==> src/rtl/etok_pkg.sv <==
// Shared types, character codes and helper functions for the expression tokenizer.
// No dependencies; used by expression_tokenizer and etok_checker.

package etok_pkg;

    // Result queue size. It must hold two tokens from one byte while earlier ones wait.
    localparam int unsigned QUEUE_DEPTH = 4;
    localparam int unsigned QUEUE_AW    = $clog2(QUEUE_DEPTH);

    // Character codes the scanner recognises.
    localparam logic [7:0] CHAR_NUL    = 8'h00;
    localparam logic [7:0] CHAR_TAB    = 8'h09;
    localparam logic [7:0] CHAR_LF     = 8'h0A;
    localparam logic [7:0] CHAR_SPACE  = 8'h20;
    localparam logic [7:0] CHAR_LPAREN = 8'h28;
    localparam logic [7:0] CHAR_RPAREN = 8'h29;
    localparam logic [7:0] CHAR_STAR   = 8'h2A;
    localparam logic [7:0] CHAR_PLUS   = 8'h2B;
    localparam logic [7:0] CHAR_MINUS  = 8'h2D;
    localparam logic [7:0] CHAR_DOT    = 8'h2E;
    localparam logic [7:0] CHAR_SLASH  = 8'h2F;
    localparam logic [7:0] CHAR_ZERO   = 8'h30;
    localparam logic [7:0] CHAR_NINE   = 8'h39;
    localparam logic [7:0] CHAR_EQUALS = 8'h3D;
    localparam logic [7:0] CHAR_UPPER_A = 8'h41;
    localparam logic [7:0] CHAR_UPPER_Z = 8'h5A;
    localparam logic [7:0] CHAR_LOWER_A = 8'h61;
    localparam logic [7:0] CHAR_LOWER_Z = 8'h7A;

    // Scanner state.
    typedef enum logic [1:0] {
        MODE_IDLE   = 2'd0,
        MODE_NUMBER = 2'd1,
        MODE_IDENT  = 2'd2,
        MODE_SKIP   = 2'd3
    } mode_t;

    // Token kinds as seen on the result channel.
    typedef enum logic [2:0] {
        KIND_NUMBER = 3'd0,
        KIND_IDENT  = 3'd1,
        KIND_OPER   = 3'd2,
        KIND_LPAREN = 3'd3,
        KIND_RPAREN = 3'd4,
        KIND_END    = 3'd5
    } kind_t;

    // One result transaction.
    typedef struct packed {
        kind_t       kind;
        logic [15:0] line;
        logic [15:0] column;
        logic [7:0]  length;
        logic [7:0]  chr;
        logic        last;
    } token_t;

    function automatic logic is_digit(input logic [7:0] b);
        return (b >= CHAR_ZERO) && (b <= CHAR_NINE);
    endfunction

    function automatic logic is_alpha(input logic [7:0] b);
        return ((b >= CHAR_LOWER_A) && (b <= CHAR_LOWER_Z)) ||
               ((b >= CHAR_UPPER_A) && (b <= CHAR_UPPER_Z));
    endfunction

    function automatic logic is_oper(input logic [7:0] b);
        return (b == CHAR_PLUS) || (b == CHAR_MINUS) || (b == CHAR_STAR) ||
               (b == CHAR_SLASH) || (b == CHAR_EQUALS);
    endfunction

    function automatic logic [15:0] sat_inc16(input logic [15:0] v);
        return (v == 16'hFFFF) ? v : v + 16'd1;
    endfunction

    function automatic logic [7:0] sat_inc8(input logic [7:0] v);
        return (v == 8'hFF) ? v : v + 8'd1;
    endfunction

endpackage

==> src/rtl/expression_tokenizer.sv <==
// Expression tokenizer top level: input byte register, scanner logic and result queue.
// Depends on etok_pkg for types, character codes and saturating helpers.

// The block takes one text byte per transaction and returns tokens on the result
// channel, one token per transaction, with last_of_run marking the final token that
// a byte caused. A byte is taken every clock while the four-entry result queue has
// at least two free entries; a byte that closes a number or identifier and also
// starts an operator, parenthesis or end token yields two tokens, so a sustained
// stream of such bytes runs at the rate the result side drains tokens. A byte first
// waits in the input register; its tokens are written to the queue when it moves on,
// and the queue head drives the result channel directly. Bytes that only extend a
// run or are whitespace give no token.
// Line and column saturate at 65535 and token length at 255.

module expression_tokenizer
(
    input  logic        clk,
    input  logic        rst_n,
    input  logic        text_valid,
    output logic        text_ready,
    input  logic [7:0]  text_byte,
    output logic        token_valid,
    input  logic        token_ready,
    output logic [2:0]  token_kind,
    output logic [15:0] start_line,
    output logic [15:0] start_column,
    output logic [7:0]  token_length,
    output logic [7:0]  token_char,
    output logic        last_of_run
);

    localparam int unsigned DEPTH = etok_pkg::QUEUE_DEPTH;
    localparam int unsigned AW    = etok_pkg::QUEUE_AW;

    // Input register.
    logic [7:0] byte_reg;
    logic       byte_valid_reg;
    logic       advance;

    // Scanner state.
    etok_pkg::mode_t mode_reg, mode_next;
    logic [15:0] line_reg, line_next;
    logic [15:0] col_reg, col_next;
    logic [15:0] run_line_reg, run_line_next;
    logic [15:0] run_col_reg, run_col_next;
    logic [7:0]  run_len_reg, run_len_next;

    // Tokens produced by the byte in the input register.
    etok_pkg::token_t tok0, tok1;
    logic [1:0]       tok_count;

    // Result queue.
    etok_pkg::token_t queue_reg [DEPTH];
    logic [AW-1:0]    wr_ptr_reg, rd_ptr_reg;
    logic [AW:0]      count_reg;
    logic             pop;

    // The byte moves on only when the queue can take two tokens.
    assign advance    = byte_valid_reg && (count_reg <= (AW+1)'(DEPTH - 2));
    assign text_ready = !byte_valid_reg || advance;
    assign pop        = token_valid && token_ready;

    // Input byte register.
    always_ff @(posedge clk or negedge rst_n)
    begin
        if (!rst_n)
        begin
            byte_valid_reg <= 1'b0;
        end
        else if (text_valid && text_ready)
        begin
            byte_valid_reg <= 1'b1;
        end
        else if (advance)
        begin
            byte_valid_reg <= 1'b0;
        end
    end

    always_ff @(posedge clk)
    begin
        if (text_valid && text_ready)
        begin
            byte_reg <= text_byte;
        end
    end

    // Scanner state register.
    always_ff @(posedge clk or negedge rst_n)
    begin
        if (!rst_n)
        begin
            mode_reg     <= etok_pkg::MODE_IDLE;
            line_reg     <= 16'd1;
            col_reg      <= 16'd1;
            run_line_reg <= 16'd1;
            run_col_reg  <= 16'd1;
            run_len_reg  <= 8'd0;
        end
        else if (advance)
        begin
            mode_reg     <= mode_next;
            line_reg     <= line_next;
            col_reg      <= col_next;
            run_line_reg <= run_line_next;
            run_col_reg  <= run_col_next;
            run_len_reg  <= run_len_next;
        end
    end

    // Next state and tokens for the registered byte.
    always_comb
    begin
        logic             scan_byte;
        etok_pkg::token_t tok_new;
        logic             has_new;

        mode_next     = mode_reg;
        line_next     = line_reg;
        col_next      = col_reg;
        run_line_next = run_line_reg;
        run_col_next  = run_col_reg;
        run_len_next  = run_len_reg;
        tok0          = '0;
        tok1          = '0;
        tok_count     = 2'd0;
        scan_byte     = 1'b1;
        tok_new       = '0;
        has_new       = 1'b0;

        // Finish or extend an open run; skipping swallows every byte, and a zero byte ends it.
        case (mode_reg)
            etok_pkg::MODE_SKIP:
            begin
                scan_byte = 1'b0;
                if (byte_reg == etok_pkg::CHAR_NUL)
                begin
                    mode_next = etok_pkg::MODE_IDLE;
                    line_next = 16'd1;
                    col_next  = 16'd1;
                end
            end
            etok_pkg::MODE_NUMBER:
            begin
                if (etok_pkg::is_digit(byte_reg) || byte_reg == etok_pkg::CHAR_DOT)
                begin
                    scan_byte    = 1'b0;
                    run_len_next = etok_pkg::sat_inc8(run_len_reg);
                    col_next     = etok_pkg::sat_inc16(col_reg);
                end
                else
                begin
                    tok0.kind   = etok_pkg::KIND_NUMBER;
                    tok0.line   = run_line_reg;
                    tok0.column = run_col_reg;
                    tok0.length = run_len_reg;
                    tok_count   = 2'd1;
                    mode_next   = etok_pkg::MODE_IDLE;
                end
            end
            etok_pkg::MODE_IDENT:
            begin
                if (etok_pkg::is_alpha(byte_reg) || etok_pkg::is_digit(byte_reg))
                begin
                    scan_byte    = 1'b0;
                    run_len_next = etok_pkg::sat_inc8(run_len_reg);
                    col_next     = etok_pkg::sat_inc16(col_reg);
                end
                else
                begin
                    tok0.kind   = etok_pkg::KIND_IDENT;
                    tok0.line   = run_line_reg;
                    tok0.column = run_col_reg;
                    tok0.length = run_len_reg;
                    tok_count   = 2'd1;
                    mode_next   = etok_pkg::MODE_IDLE;
                end
            end
            default:
            begin
            end
        endcase

        // Classify the byte itself.
        if (scan_byte)
        begin
            tok_new.line   = line_reg;
            tok_new.column = col_reg;
            if (byte_reg == etok_pkg::CHAR_SPACE || byte_reg == etok_pkg::CHAR_TAB)
            begin
                col_next = etok_pkg::sat_inc16(col_reg);
            end
            else if (byte_reg == etok_pkg::CHAR_LF)
            begin
                line_next = etok_pkg::sat_inc16(line_reg);
                col_next  = 16'd1;
            end
            else if (byte_reg == etok_pkg::CHAR_NUL)
            begin
                tok_new.kind = etok_pkg::KIND_END;
                has_new      = 1'b1;
                line_next    = 16'd1;
                col_next     = 16'd1;
            end
            else if (etok_pkg::is_digit(byte_reg) || byte_reg == etok_pkg::CHAR_DOT ||
                     etok_pkg::is_alpha(byte_reg))
            begin
                mode_next     = etok_pkg::is_alpha(byte_reg) ? etok_pkg::MODE_IDENT
                                                             : etok_pkg::MODE_NUMBER;
                run_line_next = line_reg;
                run_col_next  = col_reg;
                run_len_next  = 8'd1;
                col_next      = etok_pkg::sat_inc16(col_reg);
            end
            else if (etok_pkg::is_oper(byte_reg) || byte_reg == etok_pkg::CHAR_LPAREN ||
                     byte_reg == etok_pkg::CHAR_RPAREN)
            begin
                if (byte_reg == etok_pkg::CHAR_LPAREN)
                begin
                    tok_new.kind = etok_pkg::KIND_LPAREN;
                end
                else if (byte_reg == etok_pkg::CHAR_RPAREN)
                begin
                    tok_new.kind = etok_pkg::KIND_RPAREN;
                end
                else
                begin
                    tok_new.kind = etok_pkg::KIND_OPER;
                end
                tok_new.length = 8'd1;
                tok_new.chr    = byte_reg;
                has_new        = 1'b1;
                col_next       = etok_pkg::sat_inc16(col_reg);
            end
            else
            begin
                // Unknown byte: end token, then ignore until a zero byte.
                tok_new.kind = etok_pkg::KIND_END;
                has_new      = 1'b1;
                mode_next    = etok_pkg::MODE_SKIP;
            end
        end

        // Place the new token behind any closed run and mark the last one.
        if (has_new)
        begin
            if (tok_count == 2'd1)
            begin
                tok1 = tok_new;
            end
            else
            begin
                tok0 = tok_new;
            end
            tok_count = tok_count + 2'd1;
        end
        tok0.last = (tok_count == 2'd1);
        tok1.last = (tok_count == 2'd2);
    end

    // Result queue pointers and fill count.
    always_ff @(posedge clk or negedge rst_n)
    begin
        if (!rst_n)
        begin
            wr_ptr_reg <= '0;
            rd_ptr_reg <= '0;
            count_reg  <= '0;
        end
        else
        begin
            if (advance)
            begin
                wr_ptr_reg <= wr_ptr_reg + AW'(tok_count);
            end
            if (pop)
            begin
                rd_ptr_reg <= rd_ptr_reg + AW'(1);
            end
            count_reg <= count_reg + (advance ? (AW+1)'(tok_count) : '0)
                                   - (pop ? (AW+1)'(1) : '0);
        end
    end

    // Result queue storage.
    always_ff @(posedge clk)
    begin
        if (advance && tok_count != 2'd0)
        begin
            queue_reg[wr_ptr_reg] <= tok0;
        end
        if (advance && tok_count == 2'd2)
        begin
            queue_reg[wr_ptr_reg + AW'(1)] <= tok1;
        end
    end

    // Result channel comes straight from the queue head.
    assign token_valid  = (count_reg != '0);
    assign token_kind   = queue_reg[rd_ptr_reg].kind;
    assign start_line   = queue_reg[rd_ptr_reg].line;
    assign start_column = queue_reg[rd_ptr_reg].column;
    assign token_length = queue_reg[rd_ptr_reg].length;
    assign token_char   = queue_reg[rd_ptr_reg].chr;
    assign last_of_run  = queue_reg[rd_ptr_reg].last;

endmodule

==> config.mk <==
export PLATFORM = sky130hd
export DESIGN_NAME = expression_tokenizer
export DESIGN_NICKNAME = d
export VERILOG_FILES = /design/src/rtl/etok_pkg.sv /design/src/rtl/expression_tokenizer.sv
export SDC_FILE = /design/constraint.sdc
export NUM_CORES = 1
export LEC_CHECK = 0
export ABC_CLOCK_PERIOD_IN_PS = 8000
export BUFFER_PORTS_ARGS = -buffer_cell sky130_fd_sc_hd__buf_2
export CAP_MARGIN = 20
export CORE_MARGIN = 2
export CORE_UTILIZATION = 40
export CTS_BUF_LIST = sky130_fd_sc_hd__clkbuf_16
export DETAILED_ROUTE_END_ITERATION = 6
export PLACE_DENSITY_LB_ADDON = 0.12
export REMOVE_ABC_BUFFERS = 1
export SYNTH_ARGS = -nofsm -noshare
export SYNTH_HDL_FRONTEND = slang
export SYNTH_SLANG_ARGS = --single-unit
==> constraint.sdc <==
create_clock -name clk -period 8 [get_ports clk]
set_clock_uncertainty 0.2 [all_clocks]
set_input_delay 1.6 -clock clk [delete_from_list [all_inputs] [get_ports clk]]
set_output_delay 1.6 -clock clk [all_outputs]
set_load 0.01 [all_outputs]
Word level (Yosys, flattened, before mapping)
Memories as Yosys holds them, arrays and structs flattened.
Cells that the tools add are included.
Widths: inputs -> output; s select.
- reductions and logical operators: 27
- bitwise operators: 3
- order comparisons: 7
- shift-type cells: 0
- multiply operators: 0
- div/mod/pow operators: 0
- mux-type cells: 78
- add/subtract/negate cells: 9
- equal/unequal tests: 21
- operators by type and width (operator ; count):
    $mux 16 ; 17
    $mux 52 ; 4
    $pmux 41 s2 ; 1
    $eq 8x6->1 const B ; 9
    $mux 8 ; 8
    $mux 51 ; 1
    $pmux 16 s3 ; 1
    $mux 9 ; 5
    $mux 41 ; 1
    $mux 40 ; 1
    $add 16x1->16 const B ; 2
    $eq 16x16->1 const B ; 2
    $mux 2 ; 12
    $mux 3 ; 7
    $eq 8x4->1 const B ; 2
    $ge 8x7->1 const B ; 2
    $le 8x7->1 const B ; 2
    $mux 1 ; 16
    $pmux 8 s2 ; 1
    $logic_or 1x1->1 ; 12
    $add 8x1->8 const B ; 1
    $eq 8x8->1 const B ; 1
    $ge 8x6->1 const B ; 1
    $le 8x6->1 const B ; 1
    19 further kinds ; 35
- output and inout bits: 54
- logic and storage cells: 157
- memory bits (read-only): 0
- bits in latches: 0
- register bits after elaboration: 90
- memories kept: 1
- memory bits (writable): 208
- memory list (memory ; depth ; width ; read ports ; clocked after memory_dff ; write ports ; RTL line ; source):
    queue_reg ; 4 ; 52 ; 1 ; 0 ; 2 ; expression_tokenizer.sv:53 ; etok_pkg::token_t queue_reg [DEPTH];

Longest topological paths before layout
Gate-level depths: netlist of the first run.
- word-level depth: 15
- gate-level depth with buffers: 16
- mapped depth without buffers: 14

Least setup slack after synthesis of the first run
Ideal clock, no wire load.
- kind: register -> register
- from: register byte_reg[1]
- to: memory queue_reg[0][0] (netlist bit), enable pin
- stages on the path, launching flop included: 11
- setup slack: 3675 ps
- arrival: 3725 ps
- period minus slack after synthesis: 4325 ps
- data required time: 7401 ps
- setup time: 399 ps
- path through: edfxtp_1 -> or3_4 -> o221ai_4 -> nand3_2 -> a31o_2 -> nor3_4 -> inv_1 -> ha_1 -> nor4_1 -> nor2_1 -> inv_1
- RTL lines (what ; RTL line ; source):
    start: declaration ; expression_tokenizer.sv:36 ; logic [7:0] byte_reg;
    start signal: assignment ; expression_tokenizer.sv:84 ; byte_reg <= text_byte;
    end: declaration ; expression_tokenizer.sv:53 ;

==> results of run 1 <==
synth_stat cells (9+ instances only):
library cell,number
a31oi_1,9
mux4_2,52
and3_1,15
clkbuf_1,63
dfxtp_1,28
nor2_1,74
a21oi_1,37
buf_6,12
buf_2,18
inv_1,24
nand3_1,27
mux2i_1,10
dfrtp_1,78
nand2_1,94
buf_1,12
nand4_1,12
ha_1,13
a22oi_1,12
o21ai_0,71
edfxtp_1,188
a22o_1,125
and2_1,13
nand2b_1,13
nor3_1,26
or3_1,9
mux2_4,29
metal layers:
layer	share of wire, %	vias up
li1	-	4693
met1	45	5244
met2	49	290
met3	4.4	74
met4	2.3	0
met5	0	-
how the worst max path moves through the flow:
stage / startpoint / end / cells after the start
4_1_cts: byte_reg[1] / queue_reg[0][6] / 11
5_1_grt: byte_reg[1] / queue_reg[3][18] / 11
3_5_place_dp: byte_reg[1] / queue_reg[0][39] / 11
6_report: byte_reg[1] / queue_reg[0][39] / 11
2_1_floorplan: byte_reg[1] / queue_reg[1][18] / 10
3_3_place_gp: byte_reg[1] / queue_reg[0][42] / 11
cells in the final DEF, fill, tap and decap left out, drive strengths merged, types with 5 or more instances in the layout:
cell	Yosys	final
a211oi	6	6
a21o	5	5
a21oi	37	37
a22o	125	125
a22oi	12	12
a31oi	9	9
a32o	6	6
and2	13	13
and3	15	15
buf	44	84
clkbuf	63	36
clkinv	0	16
conb	1	8
dfrtp	78	78
dfxtp	28	28
edfxtp	188	188
ha	13	13
inv	24	31
mux2	36	36
mux2i	10	10
mux4	52	52
nand2	94	94
nand2b	13	13
nand3	28	28
nand4	12	12
nor2	75	75
nor2b	6	6
nor3	27	27
nor3b	5	5
nor4	6	6
o211ai	6	6
o21ai	75	75
o22ai	6	6
o2bb2ai	6	6
o31ai	6	6
or2	5	5
or3	10	10
xnor2	7	7
power by group through the flow:
stage	clock, uW	sequential (uW)	combinational [uW]
final	1570	1890	1060
after global routing	1660	1920	1170
after CTS	1600	1890	1090
after detailed placement	0	1920	1080
after global placement	0	1920	1080
after floorplan	0	1930	674
worst register-to-register path: cells and delay by family, from the launching register on:
| kind | cells | cell delay (ns) |
|---|---|---|
| adders and majority gates | 1 | 0.31 |
| buffers and inverters | 3 | 0.82 |
| AOI/OAI and AO/OA | 2 | 0.65 |
| DFF | 1 | 0.58 |
| and+or+nand+nor | 5 | 1.85 |
cells by family after synthesis:
group | count (synthesis) | share of synthesized area (%)
xor gates and xnor gates | 10 | 0.5864
muxes | 98 | 11.95
adders and majority gates | 14 | 1.223
DFF | 298 | 55.32
and+or+nand+nor | 319 | 10.44
AOI/OAI and AO/OA | 331 | 16.36
buffers and inverters | 131 | 4.096
other | 1 | 0.02511
stage by stage:
step / area, sq um / utilization [%] / cells / power [uW]
after floorplan: 14440 / - / 1102 / 2604
after global placement: 15530 / 42.33 / 1654 / 2999
after detailed placement: 15530 / 42.33 / 1654 / 3008
after CTS: 16660 / 45.41 / 1718 / 4584
after global routing: 16660 / 45.41 / 1718 / 4747
final: 16660 / 45.41 / 1718 / 4525
cell type report:
cell class              count  area, sq um  area share [%]
clock buffers              36        900.9           5.406
inverters                  24        90.09          0.5406
repair buffers             84        470.5           2.823
flip-flops and latches    298         8268           49.61
clock inverters            28        230.2           1.381
multi-input cells         780         6120           36.72
well taps                 468        585.6           3.514
==> results.md, run 1 <==
* Status: finished clean
* Post-synth ARST share at 27.52%
* Drt pass-1 iters at 6
* EDFF count, synth at 188
* Via density at 5.996
* # port buffers at 65
* # hold bufs at CTS at 0
* Post-synth top flop: edfxtp_1
* Reg2Reg Depth at 11
* Net switching power at 1402 uW
* DP HPWL at 23.46 mm
* Gate power share at 23.5%
* FP Rows at 70
* Warning count from the yosys run at 0
* PwrDens at 271.5 nW/um^2
* Fillers at 3404
* Worst-path clk slew at 0.06 ns
* Largest cells by area after synthesis: edfxtp_1 38%, dfrtp_1 13%, mux4_2 7.8%
* Final Critical Period at 4.809 ns
* CP cell instances: or3_4, o221ai_4, nand3_2, a31o_2, nor3_4, inv_1, ha_1, nor4_1, nor2_1, inv_2, buf_4
* CP bufs+invs at 3
* Layout cell share with drive strength beyond 1 at 20.56%
* Synthesized flop and latch total at 298
* N_diodes at 0
* Resize count post-CTS at 0
* Synth top area share at 37.80%
* CP Max Fanout at 45
* Gr ovfl total at 0
* Clock Tree Root: clkbuf_16
* Cell area after synthesis at 14940 sq um
* Crit Reg-Reg Endpoint: queue_reg[0][39]
* Initial antenna violation count at 0
* Via Count at 10300
* Internal at 3123 uW
* I/O Pins at 66
* Max clock buf depth at 3
* Final TNS setup at 0 ns
* Met2 usage at 34.32%
* Largest net degree at the start of global routing at 54
* Max IR drop VDD at 0.0002206 V
* Synth area leader: edfxtp_1
* Setup bufs post-CTS at 0
* Final worst-path cycle share at 60.11%
* Worst rel slew slack at 32.96%
* Die area at 38900 sq um
* Num CTS Buffers at 35
* Core area at 36700 sq um
* Startpoint Class: flip-flop
* Synthesized instance count at 1202
* Max-cap violations at 0
* Max-slew violations at 0
* Clk sink count at 298
* Pre-CTS WS at 3.241 ns
* Leakage Power at 0.006060 uW
* Most used routing layer: met2
* Top delay family on crit path: simple AND/OR/NAND/NOR gates
* RD Place Congestion at 0.8249
* First-pass GRT wire length at 61.40 mm
* Overall routing resource usage at 20.48%
* Slowest cell on the critical path: buf_4
* GR Util met1 at 28.17%
* Sequential cell area fraction in the yosys report at 55.32%
* Req. time, crit path at 7.95 ns
* Clock network power share at 34.7%
* Largest register FFs at 208
* Max incr delay on CP at 0.62 ns
* WL final at 39.38 mm
* Synth-to-Final Area Change at 11.57%
* Reg2reg setup slack at 3.19 ns
* Clk Latency, worst-skew pair at 0.52 ns
* Final net count at 1249
* Global-route met3 utilization at 2.646%
* Drt wl/cell at 22.92 um
* TritonCTS clock tree: done
* Die W at 197.2 um
* Distinct cell type count of the synthesized netlist at 76
* Hold Path Class: flip-flop to flip-flop
* Hold Path Sink: queue_reg[2][13]
* Number of global-route vias before repair at 10280
* H-tree levels at 2
* Setup Viol. Count Final at 0
* Sw Share at 30.98%
* ANT nets after route at 0
* Worst Setup End Kind: flip-flop
* Reg power frac at 41.8%
* Worst Tran Pin Value at 1.002 ns
* RR Startpoint: byte_reg[1]
* Final worst slack at 3.191 ns
* Max Fclk at 0.2079 GHz
* Worst Min Path Start: queue_reg[2][13]
* Synth Area per Inst at 12.43 sq um
* Minimum hold slack at 0.2710 ns
* Initial Utilization at 40.70%
* Chip height at 197.2 um
* Worst Hold Path Cells at 1
* # DRC at 0
* CP Data Arrival Time at 4.76 ns
* Drt first-iter violations at 754
* RSZ-0062 raised after global routing: false
* Final hold vios at 0
* WS Path Type: flip-flop to flip-flop
Power figures use the tool's default switching activity.
==> run 2, diff against run 1 <==
--- a/config.mk
+++ b/config.mk
@@ -5,7 +5,7 @@
 export SDC_FILE = /design/constraint.sdc
 export NUM_CORES = 1
 export LEC_CHECK = 0
-export ABC_CLOCK_PERIOD_IN_PS = 8000
+export ABC_CLOCK_PERIOD_IN_PS = 4850
 export BUFFER_PORTS_ARGS = -buffer_cell sky130_fd_sc_hd__buf_2
 export CAP_MARGIN = 20
 export CORE_MARGIN = 2
==> constraint.sdc (replaced) <==
create_clock -name clk -period 4.85 [get_ports clk]
set_clock_uncertainty 0.2 [all_clocks]
set_input_delay 0.97 -clock clk [delete_from_list [all_inputs] [get_ports clk]]
set_output_delay 0.97 -clock clk [all_outputs]
set_load 0.01 [all_outputs]
==> run 2 against run 1 <==
Sequential share of layout area fell by 1.0 points. Combinational power rose by 63%. First-iteration DRC count rose by 12%. Design area rose by 2.1%. Highest routed layer unchanged.
==> results.md, run 2 (same netlist as run 1, synthesis figures left out) <==
* WL final at 39.09 mm (-0.75%)
* Max clock buf depth at 3 (unchanged)
* Die W at 197.2 um (unchanged)
* Final hold vios at 0 (unchanged)
* Worst rel slew slack at 31.40% (-1.6 points)
* RD Place Congestion at 0.8353 (+1.3%)
* Setup Viol. Count Final at 0 (unchanged)
* Worst Tran Pin Value at 1.025 ns (+0.02339 ns)
* CP cell instances: or3_4, o221ai_4, nand3_2, a31o_2, nor3_4, inv_1, ha_1, or3_1, mux2i_1, nand2_1, o21ai_0
* Crit Reg-Reg Endpoint: queue_reg[1][48]
* Layout cell share with drive strength beyond 1 at 21.51% (+0.95 points)
* Reg2Reg Depth at 11 (unchanged)
* Max-slew violations at 0 (unchanged)
* Core area at 36700 sq um (unchanged)
* Final TNS setup at 0 ns (unchanged)
* Chip height at 197.2 um (unchanged)
* Status: finished clean
* Leakage Power at 0.006216 uW (+2.6%)
* PwrDens at 456.6 nW/um^2 (+68%)
* Commonest cells after routing, fill and taps aside: 188 x edfxtp_1, 125 x a22o_1, 94 x nand2_1
* CP bufs+invs at 1 (-2)
* Overall routing resource usage at 20.42% (-0.055 points)
* # hold bufs at CTS at 0 (unchanged)
* Synth-to-Final Area Change at 13.96%
* Post-Place Cell Area at 15780 sq um (+1.6%)
* Largest register FFs at 208 (unchanged)
* Number of global-route vias before repair at 10370 (+0.91%)
* Gr ovfl total at 0 (unchanged)
* DP HPWL at 24.15 mm (+2.9%)
* Worst Setup End Kind: flip-flop
* Drt first-iter violations at 843 (+12%)
* Commonest non-fill, non-tap cell in the layout: edfxtp_1
* N_diodes at 0 (unchanged)
* TritonCTS clock tree: done
* Clk Latency, worst-skew pair at 0.53 ns (about the same)
* Max Fclk at 0.2298 GHz (+11%)
* Top delay family on crit path: simple AND/OR/NAND/NOR gates
* Clk sink count at 298 (unchanged)
* Req. time, crit path at 5.00 ns (-2.95 ns)
* WS Path Type: flip-flop to flip-flop
* Reg2reg setup slack at 0.50 ns (-2.69 ns)
* Initial antenna violation count at 0 (unchanged)
* # DRC at 0 (unchanged)
* Setup bufs post-CTS at 0 (unchanged)
* Final Critical Period at 4.351 ns (-0.4583 ns)
* Resize count post-CTS at 0 (unchanged)
* Final worst-path cycle share at 89.71% (+30 points)
* Max-cap violations at 0 (unchanged)
* Worst-path clk slew at 0.06 ns (about the same)
* RR Startpoint: byte_reg[3]
* Slowest cell on the critical path: edfxtp_1
* Num CTS Buffers at 36 (+2.9%)
* Max incr delay on CP at 0.56 ns (-0.06 ns)
* H-tree levels at 2 (unchanged)
* Drt wl/cell at 22.50 um (-1.8%)
* First-pass GRT wire length at 61.01 mm (-0.63%)
* Final design utilization at 46.39% (+0.98 points)
* CP Max Fanout at 16 (-64%)
* Startpoint Class: flip-flop
* Drt pass-1 iters at 5 (-1)
* Final net count at 1269 (+1.6%)
* Via density at 5.899 (-1.6%)
* FP Rows at 70 (unchanged)
* Minimum hold slack at 0.2301 ns (-0.04091 ns)
* ANT nets after route at 0 (unchanged)
* Final Cell Area at 17020 sq um (+2.1%)
* Max IR drop VDD at 0.0003508 V (+59%)
* Initial Utilization at 40.70% (unchanged)
* Largest net degree at the start of global routing at 46 (-15%)
* Clock Tree Root: clkbuf_16
* CP Data Arrival Time at 4.51 ns (-0.25 ns)
* Via Count at 10250 (-0.53%)
* # port buffers at 65 (unchanged)
* RSZ-0062 raised after global routing: false
* Die area at 38900 sq um (unchanged)
* I/O Pins at 66 (unchanged)
* Hold Path Class: input port to asynchronous set/reset pin
-- run 2: changes by cell type in the layout (fill, tap and decap cells not counted) --
| cell | delta |
|---|---|
| buf_4 | +11 |
| buf_12 | +8 |
| bufinv_16 | +5 |
| clkinv_2 | -5 |
| clkinv_1 | +3 |
| and2_1 | +1 |
| and2_2 | -1 |
| clkinvlp_4 | -1 |
| inv_1 | -1 |
| inv_6 | -1 |
-- run 2: how the worst max path moves through the flow --
stage / start / to / depth (start not counted)
finish: byte_reg[3] / queue_reg[1][48] / 11
CTS: byte_reg[3] / queue_reg[1][48] / 11
floorplan: byte_reg[1] / queue_reg[1][18] / 10
global placement: byte_reg[3] / queue_reg[1][48] / 11
global route: byte_reg[3] / queue_reg[1][33] / 11
detailed placement: byte_reg[3] / queue_reg[1][25] / 11
-- run 2: worst register-to-register path, stage by stage (launching register included) --
cell and delay, ns:
edfxtp_1 0.56, or3_4 0.42, o221ai_4 0.25, nand3_2 0.18, a31o_2 0.30, nor3_4 0.36, inv_1 0.13, ha_1 0.31
or3_1 0.48, mux2i_1 0.23, nand2_1 0.45, o21ai_0 0.33
-- run 2: metal layers --
layer	wire, um	global-route usage [%]	up-vias
li1	-	-	4723
met1	17620	28.05	5208
met2	19200	34.25	255
met3	1431	2.510	60
met4	831	5.625	0
met5	0	0	-
-- run 2: final cells by class --
| cell class | count | area (sq um) |
|---|---|---|
| Fill cell | 3348 | 19680 |
| Sequential cell | 298 | 8268 |
| Multi-Input combinational cell | 780 | 6118 |
| Clock buffer | 36 | 900.9 |
| Timing Repair Buffer | 103 | 713.2 |
| Tap cell | 468 | 585.6 |
| Clock inverter | 28 | 346.6 |
| Inverter | 24 | 90.09 |
-- run 2: through the flow --
stage,setup slack [ns],cells,total power [uW]
final,0.4992,1737,7773
after global routing,0.1885,1737,8128
after global placement,0.6569,1673,5006
after detailed placement,0.4799,1673,5011
after CTS,0.4681,1737,7863
after floorplan,0.2690,1102,4293
-- run 2: report_power, final --
group          leakage (uW)  internal (uW)  switching, uW
registers           0.00305           2820            375
logic               0.00255            841            891
clock network      0.000619           1780           1060
